[config.mk]
export PLATFORM = sky130hd
export DESIGN_NAME = sha1_message_digest_top
export DESIGN_NICKNAME = d
export VERILOG_FILES = /design/src/design/sha1md_pkg.sv /design/src/design/sha1md_sched.sv /design/src/design/sha1md_core.sv /design/src/design/sha1_message_digest_top.sv
export SDC_FILE = /design/constraint.sdc
export NUM_CORES = 2
export LEC_CHECK = 0
export BUFFER_PORTS_ARGS = -buffer_cell sky130_fd_sc_hd__buf_2
export CAP_MARGIN = 30
export CORE_MARGIN = 2
export CORE_UTILIZATION = 55
export CTS_BUF_LIST = sky130_fd_sc_hd__clkbuf_4 sky130_fd_sc_hd__clkbuf_8
export DETAILED_ROUTE_END_ITERATION = 10
export PLACE_DENSITY = 0.74
export SLEW_MARGIN = 40
export SYNTH_ARGS = -nofsm -noshare
export SYNTH_HDL_FRONTEND = slang
export SYNTH_SLANG_ARGS = --single-unit
[constraint.sdc]
create_clock -name clk -period 32.6 [get_ports clk]
set_clock_uncertainty 0.2 [all_clocks]
set_input_delay 4.89 -clock clk [delete_from_list [all_inputs] [get_ports clk]]
set_output_delay 4.89 -clock clk [all_outputs]
set_load 0.02 [all_outputs]
[src/design/sha1md_pkg.sv]
package sha1md_pkg;

  typedef logic [31:0] word_t;
  typedef word_t [4:0] hash_t;

  localparam word_t K0 = 32'h5A82_7999;
  localparam word_t K1 = 32'h6ED9_EBA1;
  localparam word_t K2 = 32'h8F1B_BCDC;
  localparam word_t K3 = 32'hCA62_C1D6;

  localparam hash_t HashInit = {32'hC3D2_E1F0, 32'h1032_5476, 32'h98BA_DCFE,
                                32'hEFCD_AB89, 32'h6745_2301};

  localparam logic [7:0] PadByte = 8'h80;
  localparam word_t      PadWord = {PadByte, 24'h00_0000};

  localparam logic [3:0] IdxLast     = 4'd15;
  localparam logic [3:0] IdxLenHi    = 4'd14;
  localparam logic [6:0] RndLast     = 7'd79;
  localparam logic [6:0] RndExpand   = 7'd16;
  localparam logic [2:0] FullBytes   = 3'd4;
  localparam logic [2:0] WordNumLast = 3'd4;

  typedef enum logic [2:0] {
    ST_IDLE,
    ST_PAD,
    ST_COMP,
    ST_ADD,
    ST_OUT
  } state_t;

  typedef enum logic [1:0] {
    PH_PAD,
    PH_ZERO,
    PH_LO
  } pad_ph_t;

  typedef struct packed {
    logic push;
    logic step;
    logic expand;
  } sched_ctrl_t;

  typedef struct packed {
    logic load;
    logic step;
    logic accum;
    logic reinit;
  } core_ctrl_t;

  function automatic word_t sha1md_f(logic [6:0] rnd, word_t b, word_t c, word_t d);
    word_t f;
    priority if (rnd < 7'd20) begin
      f = (b & c) | (~b & d);
    end else if (rnd < 7'd40) begin
      f = b ^ c ^ d;
    end else if (rnd < 7'd60) begin
      f = (b & c) | (b & d) | (c & d);
    end else begin
      f = b ^ c ^ d;
    end
    return f;
  endfunction

  function automatic word_t sha1md_k(logic [6:0] rnd);
    word_t k;
    priority if (rnd < 7'd20) begin
      k = K0;
    end else if (rnd < 7'd40) begin
      k = K1;
    end else if (rnd < 7'd60) begin
      k = K2;
    end else begin
      k = K3;
    end
    return k;
  endfunction

  // keep the valid top bytes and place the pad byte right after them
  function automatic word_t sha1md_pad(word_t w, logic [1:0] cnt);
    word_t p;
    unique case (cnt)
      2'd0: p = PadWord;
      2'd1: p = {w[31:24], PadByte, 16'h0000};
      2'd2: p = {w[31:16], PadByte, 8'h00};
      2'd3: p = {w[31:8], PadByte};
    endcase
    return p;
  endfunction

endpackage

[src/design/sha1md_sched.sv]
module sha1md_sched (
  input  logic                     clk,
  input  sha1md_pkg::sched_ctrl_t  ctrl,
  input  sha1md_pkg::word_t        push_data,
  output sha1md_pkg::word_t        w_cur
);

  logic [15:0][31:0]  win_r;
  sha1md_pkg::word_t  w_mix;
  sha1md_pkg::word_t  w_exp;
  sha1md_pkg::word_t  shift_in;

  always_comb begin
    w_mix    = win_r[13] ^ win_r[8] ^ win_r[2] ^ win_r[0];
    w_exp    = {w_mix[30:0], w_mix[31]};
    w_cur    = ctrl.expand ? w_exp : win_r[0];
    shift_in = ctrl.push ? push_data : w_cur;
  end

  // window shifts down, oldest word at entry 0
  always_ff @(posedge clk) begin
    if (ctrl.push || ctrl.step) begin
      win_r <= {shift_in, win_r[15:1]};
    end
  end

endmodule

[src/design/sha1md_core.sv]
module sha1md_core (
  input  logic                    clk,
  input  logic                    rst_n,
  input  sha1md_pkg::core_ctrl_t  ctrl,
  input  logic [6:0]              rnd,
  input  sha1md_pkg::word_t       w,
  output sha1md_pkg::hash_t       hash
);

  sha1md_pkg::hash_t  hash_r;
  sha1md_pkg::hash_t  hash_nxt;
  sha1md_pkg::hash_t  wv_r;
  sha1md_pkg::hash_t  wv_nxt;
  sha1md_pkg::word_t  a_rot;
  sha1md_pkg::word_t  b_rot;
  sha1md_pkg::word_t  sum;

  // one round through the shared adder
  always_comb begin
    a_rot = {wv_r[0][26:0], wv_r[0][31:27]};
    b_rot = {wv_r[1][1:0], wv_r[1][31:2]};
    sum   = a_rot + sha1md_pkg::sha1md_f(rnd, wv_r[1], wv_r[2], wv_r[3])
          + wv_r[4] + sha1md_pkg::sha1md_k(rnd) + w;
  end

  always_comb begin
    wv_nxt = wv_r;
    if (ctrl.load) begin
      wv_nxt = hash_r;
    end else if (ctrl.step) begin
      wv_nxt = {wv_r[3], wv_r[2], b_rot, wv_r[0], sum};
    end
  end

  always_comb begin
    hash_nxt = hash_r;
    if (ctrl.reinit) begin
      hash_nxt = sha1md_pkg::HashInit;
    end else if (ctrl.accum) begin
      for (int i = 0; i < 5; i++) begin
        hash_nxt[i] = hash_r[i] + wv_r[i];
      end
    end
  end

  always_ff @(posedge clk) begin
    wv_r <= wv_nxt;
  end

  always_ff @(posedge clk) begin
    if (!rst_n) begin
      hash_r <= sha1md_pkg::HashInit;
    end else begin
      hash_r <= hash_nxt;
    end
  end

  assign hash = hash_r;

endmodule

[src/design/sha1_message_digest_top.sv]
// sha1 digest, one message at a time, one round per cycle on a shared round adder
// input: a word that completes no block is taken without holding the input off; the 16th word of a block
//   holds the input off through the 80 rounds and the one hash add
// no words of a new block are taken until the previous block's rounds and hash add are done
// last item: padding words at 1 per cycle, one or two compressed blocks, then 5 digest words
// reset: synchronous active low, loads the initial hash and clears all counts
module sha1_message_digest_top (
  input  logic         clk,
  input  logic         rst_n,
  input  logic         in_tvalid,
  output logic         in_tready,
  input  logic [31:0]  in_tdata,   // data_word
  input  logic [2:0]   in_tuser,   // byte_count
  input  logic         in_tlast,   // is_last
  output logic         out_tvalid,
  input  logic         out_tready,
  output logic [31:0]  out_tdata,  // digest_word
  output logic [2:0]   out_tuser,  // word_number
  output logic         out_tlast   // is_final_word
);

  sha1md_pkg::state_t       state_r, state_nxt;
  sha1md_pkg::state_t       ret_r, ret_nxt;
  sha1md_pkg::pad_ph_t      ph_r, ph_nxt;
  logic [3:0]               idx_r, idx_nxt;
  logic [6:0]               rnd_r, rnd_nxt;
  logic [63:0]              bits_r, bits_nxt;
  sha1md_pkg::word_t        pad_r, pad_nxt;
  logic [2:0]               wn_r, wn_nxt;

  logic                     in_acc;
  logic                     out_acc;
  logic [2:0]               cnt;
  logic                     cnt4;
  logic                     push;
  logic                     wrap;
  sha1md_pkg::word_t        push_data;
  sha1md_pkg::word_t        w_cur;
  sha1md_pkg::hash_t        hash;
  sha1md_pkg::sched_ctrl_t  sched_ctrl;
  sha1md_pkg::core_ctrl_t   core_ctrl;

  assign in_tready  = (state_r == sha1md_pkg::ST_IDLE);
  assign out_tvalid = (state_r == sha1md_pkg::ST_OUT);
  assign in_acc     = in_tvalid && in_tready;
  assign out_acc    = out_tvalid && out_tready;

  assign cnt  = (in_tlast && (in_tuser < sha1md_pkg::FullBytes)) ? in_tuser
                                                                 : sha1md_pkg::FullBytes;
  assign cnt4 = (cnt == sha1md_pkg::FullBytes);

  // next state
  always_comb begin
    state_nxt = state_r;
    ret_nxt   = ret_r;
    ph_nxt    = ph_r;
    unique case (state_r)
      sha1md_pkg::ST_IDLE: begin
        if (in_acc) begin
          if (!in_tlast) begin
            if (idx_r == sha1md_pkg::IdxLast) begin
              state_nxt = sha1md_pkg::ST_COMP;
              ret_nxt   = sha1md_pkg::ST_IDLE;
            end
          end else begin
            ph_nxt = sha1md_pkg::PH_PAD;
            if (cnt4 && (idx_r == sha1md_pkg::IdxLast)) begin
              state_nxt = sha1md_pkg::ST_COMP;
              ret_nxt   = sha1md_pkg::ST_PAD;
            end else begin
              state_nxt = sha1md_pkg::ST_PAD;
            end
          end
        end
      end
      sha1md_pkg::ST_PAD: begin
        unique case (ph_r)
          sha1md_pkg::PH_PAD:  ph_nxt = sha1md_pkg::PH_ZERO;
          sha1md_pkg::PH_ZERO: begin
            if (idx_r == sha1md_pkg::IdxLenHi) begin
              ph_nxt = sha1md_pkg::PH_LO;
            end
          end
          sha1md_pkg::PH_LO:   ph_nxt = sha1md_pkg::PH_PAD;
          default:             ph_nxt = sha1md_pkg::PH_PAD;
        endcase
        if (idx_r == sha1md_pkg::IdxLast) begin
          state_nxt = sha1md_pkg::ST_COMP;
          ret_nxt   = (ph_r == sha1md_pkg::PH_LO) ? sha1md_pkg::ST_OUT : sha1md_pkg::ST_PAD;
        end
      end
      sha1md_pkg::ST_COMP: begin
        if (rnd_r == sha1md_pkg::RndLast) begin
          state_nxt = sha1md_pkg::ST_ADD;
        end
      end
      sha1md_pkg::ST_ADD: state_nxt = ret_r;
      sha1md_pkg::ST_OUT: begin
        if (out_acc && (wn_r == sha1md_pkg::WordNumLast)) begin
          state_nxt = sha1md_pkg::ST_IDLE;
        end
      end
      default: state_nxt = sha1md_pkg::ST_IDLE;
    endcase
  end

  // outputs and unit control
  always_comb begin
    push      = 1'b0;
    push_data = in_tdata;
    unique case (state_r)
      sha1md_pkg::ST_IDLE: push = in_acc && (!in_tlast || cnt4);
      sha1md_pkg::ST_PAD: begin
        push = 1'b1;
        unique case (ph_r)
          sha1md_pkg::PH_PAD:  push_data = pad_r;
          sha1md_pkg::PH_ZERO: push_data = (idx_r == sha1md_pkg::IdxLenHi) ? bits_r[63:32]
                                                                             : 32'h0000_0000;
          sha1md_pkg::PH_LO:   push_data = bits_r[31:0];
          default:             push_data = 32'h0000_0000;
        endcase
      end
      sha1md_pkg::ST_COMP,
      sha1md_pkg::ST_ADD,
      sha1md_pkg::ST_OUT:  push = 1'b0;
      default:             push = 1'b0;
    endcase
    wrap              = push && (idx_r == sha1md_pkg::IdxLast);
    sched_ctrl.push   = push;
    sched_ctrl.step   = (state_r == sha1md_pkg::ST_COMP);
    sched_ctrl.expand = (state_r == sha1md_pkg::ST_COMP) && (rnd_r >= sha1md_pkg::RndExpand);
    core_ctrl.load    = wrap;
    core_ctrl.step    = (state_r == sha1md_pkg::ST_COMP);
    core_ctrl.accum   = (state_r == sha1md_pkg::ST_ADD);
    core_ctrl.reinit  = out_acc && (wn_r == sha1md_pkg::WordNumLast);
    out_tdata         = hash[wn_r];
    out_tuser         = wn_r;
    out_tlast         = (wn_r == sha1md_pkg::WordNumLast);
  end

  // counters and length
  always_comb begin
    idx_nxt  = push ? idx_r + 4'd1 : idx_r;
    rnd_nxt  = rnd_r;
    bits_nxt = bits_r;
    pad_nxt  = pad_r;
    wn_nxt   = wn_r;
    if (state_r == sha1md_pkg::ST_COMP) begin
      rnd_nxt = (rnd_r == sha1md_pkg::RndLast) ? 7'd0 : rnd_r + 7'd1;
    end
    if (in_acc) begin
      bits_nxt = bits_r + {58'd0, cnt, 3'b000};
      pad_nxt  = cnt4 ? sha1md_pkg::PadWord : sha1md_pkg::sha1md_pad(in_tdata, cnt[1:0]);
    end
    if (out_acc) begin
      if (wn_r == sha1md_pkg::WordNumLast) begin
        wn_nxt   = 3'd0;
        bits_nxt = 64'd0;
      end else begin
        wn_nxt = wn_r + 3'd1;
      end
    end
  end

  always_ff @(posedge clk) begin
    if (!rst_n) begin
      state_r <= sha1md_pkg::ST_IDLE;
      ret_r   <= sha1md_pkg::ST_IDLE;
      ph_r    <= sha1md_pkg::PH_PAD;
      idx_r   <= 4'd0;
      rnd_r   <= 7'd0;
      bits_r  <= 64'd0;
      wn_r    <= 3'd0;
    end else begin
      state_r <= state_nxt;
      ret_r   <= ret_nxt;
      ph_r    <= ph_nxt;
      idx_r   <= idx_nxt;
      rnd_r   <= rnd_nxt;
      bits_r  <= bits_nxt;
      wn_r    <= wn_nxt;
    end
  end

  always_ff @(posedge clk) begin
    pad_r <= pad_nxt;
  end

  sha1md_sched u_sched (
    .clk       (clk),
    .ctrl      (sched_ctrl),
    .push_data (push_data),
    .w_cur     (w_cur)
  );

  sha1md_core u_core (
    .clk   (clk),
    .rst_n (rst_n),
    .ctrl  (core_ctrl),
    .rnd   (rnd_r),
    .w     (w_cur),
    .hash  (hash)
  );

endmodule

==> summary.txt <==
Layout
  • Fill count: 7036
  • Commonest non-fill, non-tap cell in the layout: nand2_1
  • Combined area of the multi-input logic cells: 21500 µm²
  • Area Overhead vs Synth: 10.3%
  • Most frequent cells in the layout: nand2_1 (743), edfxtp_1 (697), nor2_1 (269)
  • Finished Core Util: 0.610
  • Nets: 4925
  • Reg area: 25800 µm²
  • Share of layout cells above drive strength 1: 0.0967

Power and ir drop
  • Pwr/cell area: 49.6 nW/µm²
  • Worst VDD drop: 0.0392 mV
  • Leakage: 20.8 nW

STA
  • Achievable clock frequency: 125 MHz
  • Final Cycle Share: 0.246
  • Tmin final: 8.01 ns
  • Final Max Tran Viols: 0
  • RSZ-0062 raised after global routing: no
  • Fin worst setup slack: 24.59 ns
  • Worst slew pin tran: 0.876 ns
  • Setup violations, final: 0
  • Slew HR: 0.416
  • Setup tns final: 0 ns
  • Final-report hold violation count: 0

Floorplanning
  • Die Y: 301 µm
  • Initial core utilization: 0.552
  • Total core area: 88100 µm²
  • FP Rows: 109
  • Die Area: 90900 µm²
  • I/O pins: 78
  • Die width: 301 µm

Synthesis
  • Synth top area cells: edfxtp_1 (43%), dfxtp_1 (10%), ha_1 (5.9%)
  • Post-Syn Area per Cell: 11.0 µm²
  • Async SR Flop Fraction: 0
  • Synth warnings: 0
  • Synth cell types: 85
  • Mapped Area: 48700 µm²
  • Seq cells post-synth: 939
  • Post-Syn Instances: 4424
  • Syn nets: 4818
  • Post-synth top flop: edfxtp_1
  • Yosys top cell by area: edfxtp_1
  • Yosys top cell area share: 0.430
  • Seq/Total Area, Yosys: 0.530
  • Post-synth EDFFs: 697

Worst hold path
  • Worst Hold End: u_sched.win_r[318]$_DFFE_PP_
  • Hold Crit Depth: 0
  • Hold_sp: u_sched.win_r[350]$_DFFE_PP_
  • Worst hold path class: register to register

Flow run
  • # Max-Cap Violations: 0

Global routing
  • Vias in the first global route: 33000
  • Global Route Usage Sum: 0.276
  • Remaining global-route overflow: 0
  • Initial antenna violation count: 3
  • Largest net degree at the start of global routing: 122
  • First-pass GRT wire length: 192000 µm

Setup path
  • Crit-path cells: buf_6, inv_1, and3_1, buf_4, nand2_1, o21ai_0, buf_2
  • Setup slack, reg-to-reg: 25.23 ns
  • Critical path capture point type: output pin
  • Critical path class: register to output pin
  • Worst Path Max Fanout: 35
  • Slowest cell on the critical path: buf_6
  • Worst Path Arrival: 2.92 ns
  • Capturing point of the worst reg2reg path: u_core.a_rot[4]$_DFFE_PP_
  • Worst r2r path cells: 23
  • Crit path required time: 27.51 ns
  • R2R Path Start: rnd_r[5]$_SDFFE_PN0P_
  • Setup crit start kind: register
  • Slowest cell delay on critical path: 0.45 ns

Clock tree
  • CTS buffer count: 158
  • Post-CTS setup buffer count: 0
  • CTS Buffer Depth: 3
  • Clk Latency, worst-skew pair: 0.85 ns
  • Clock Tree Root: clkbuf_8
  • Clk slew on worst S/H paths: 0.06 ns
  • Post-cts hold buffer count: 0
  • Clock sinks: 939
  • Post-CTS sizing: 0
  • H-Tree Level Count: 4
  • CTS tree: done

Placed design
  • Post-detail-place hpwl: 86400 µm
  • # port buffers: 77
  • Worst slack, placed: 23.74 ns
  • Gpl congestion: 0.934

Routing
  • Final wirelength: 125000 µm
  • DRC errors left: 0
  • Vias per cell: 5.97
  • Post-DRT Antenna Nets: 0
  • Drt initial violations: 3855
  • Detailed-route via count: 34800
  • Routed WL per cell: 21.5 µm
  • DR pass1 iterations: 6

Run status
  • Status: finished clean
synthesized netlist by cell type, types with 7 or more instances:
library cell and instances:
nor4_1 9, xor2_1 99, o211ai_1 75, a221o_1 23, dfxtp_1 242, edfxtp_1 697, nor3_1 36, o32ai_1 21
nand4_1 36, o21a_1 38, o31ai_1 12, a221oi_1 7, clkbuf_1 151, a211o_1 10, o221ai_1 7, nor3b_1 11
nand2_1 745, and2_1 30, mux2i_1 9, nand2b_1 25, and4_1 11, fa_1 125, nor2b_1 59, ha_1 229
o21ai_0 260, inv_1 234, buf_1 14, nand3_1 73, o32a_1 7, a21boi_0 9, a31oi_1 29, nand3b_1 8
o22ai_1 10, o21bai_1 26, mux4_2 32, nor2_1 273, o31a_1 8, a22o_1 22, xnor2_1 203, a21o_1 70
a211oi_1 40, and3_1 30, or3_1 19, a21oi_1 249
stage by stage:
| step | instance area, µm² | power [mW] | hold slack, ns | instances |
|---|---|---|---|---|
| floorplan | 48700 | 1.55 | 0.200 | 4424 |
| global placement | 50200 | 1.57 | 0.201 | 5533 |
| detailed placement | 50300 | 1.58 | 0.205 | 5535 |
| CTS | 53700 | 2.68 | 0.184 | 5827 |
| global route | 53700 | 2.76 | 0.200 | 5830 |
| finish | 53700 | 2.67 | 0.192 | 5830 |
cell families (layout without fill, tap and decap cells):
kind of cell | Yosys count | after routing | share of synthesized area
simple gates | 1395 | 1395 | 0.127
flops | 939 | 939 | 0.530
xor+xnor | 302 | 302 | 0.0543
other cells | 0 | 2 | 0
fa+ha+maj | 354 | 354 | 0.110
compound gates | 986 | 986 | 0.130
buf+inv | 404 | 643 | 0.0314
mux | 44 | 44 | 0.0174
report_power, final:
part | switching, mW | internal (mW)
Sequential | 0.0282 | 1.37
Clock | 0.493 | 0.614
Combinational | 0.0983 | 0.0577
Total | 0.620 | 2.05
layout make-up:
| cell class | instances | share of cell area |
|---|---|---|
| inverters | 236 | 0.0165 |
| well taps | 1165 | 0.0271 |
| multi-input cells | 3081 | 0.399 |
| repair buffers | 115 | 0.0145 |
| clock buffers | 235 | 0.0532 |
| flip-flops and latches | 939 | 0.480 |
| clock inverters | 57 | 0.00911 |
| diodes | 2 | 0.0000932 |
sequential cells by signal (all words and copies together) (netlist names):
| register | cells |
|---|---|
| u_core.hash | 160 |
| ret_r | 2 |
| u_sched.win_r | 512 |
| idx_r | 4 |
| u_core.a_rot | 32 |
| out_tuser | 3 |
| u_core.wv_r | 96 |
| bits_r | 61 |
| u_core.b_rot | 32 |
| pad_r | 25 |
| rnd_r | 7 |
| state_r | 3 |
| ph_r | 2 |
layer usage:
metal	GRT usage	vias to the layer above	share of wire
met4	0.115	2	0.039
met1	0.383	16900	0.43
met2	0.429	1524	0.46
met5	0	-	0.000056
met3	0.0502	286	0.076
li1	-	16100	-
critical path, delay by kind of cell, from the launching register on:
kind | cells | cell delay, ns
compound gates | 1 | 0.22
simple gates | 2 | 0.38
buf+inv | 4 | 1.13
flops | 1 | 0.32
worst max-delay path by stage:
stage / from / end
after floorplan: in_tlast / u_sched.win_r[0]$_DFFE_PP_
after global placement: in_tlast / u_sched.win_r[459]$_DFFE_PP_
after detailed placement: in_tlast / u_sched.win_r[459]$_DFFE_PP_
after CTS: out_tuser[0]$_SDFFE_PN0P_ / out_tdata[1]
after global routing: out_tuser[0]$_SDFFE_PN0P_ / out_tdata[1]
final: out_tuser[0]$_SDFFE_PN0P_ / out_tdata[12]
(Power assumes the default switching activity.)
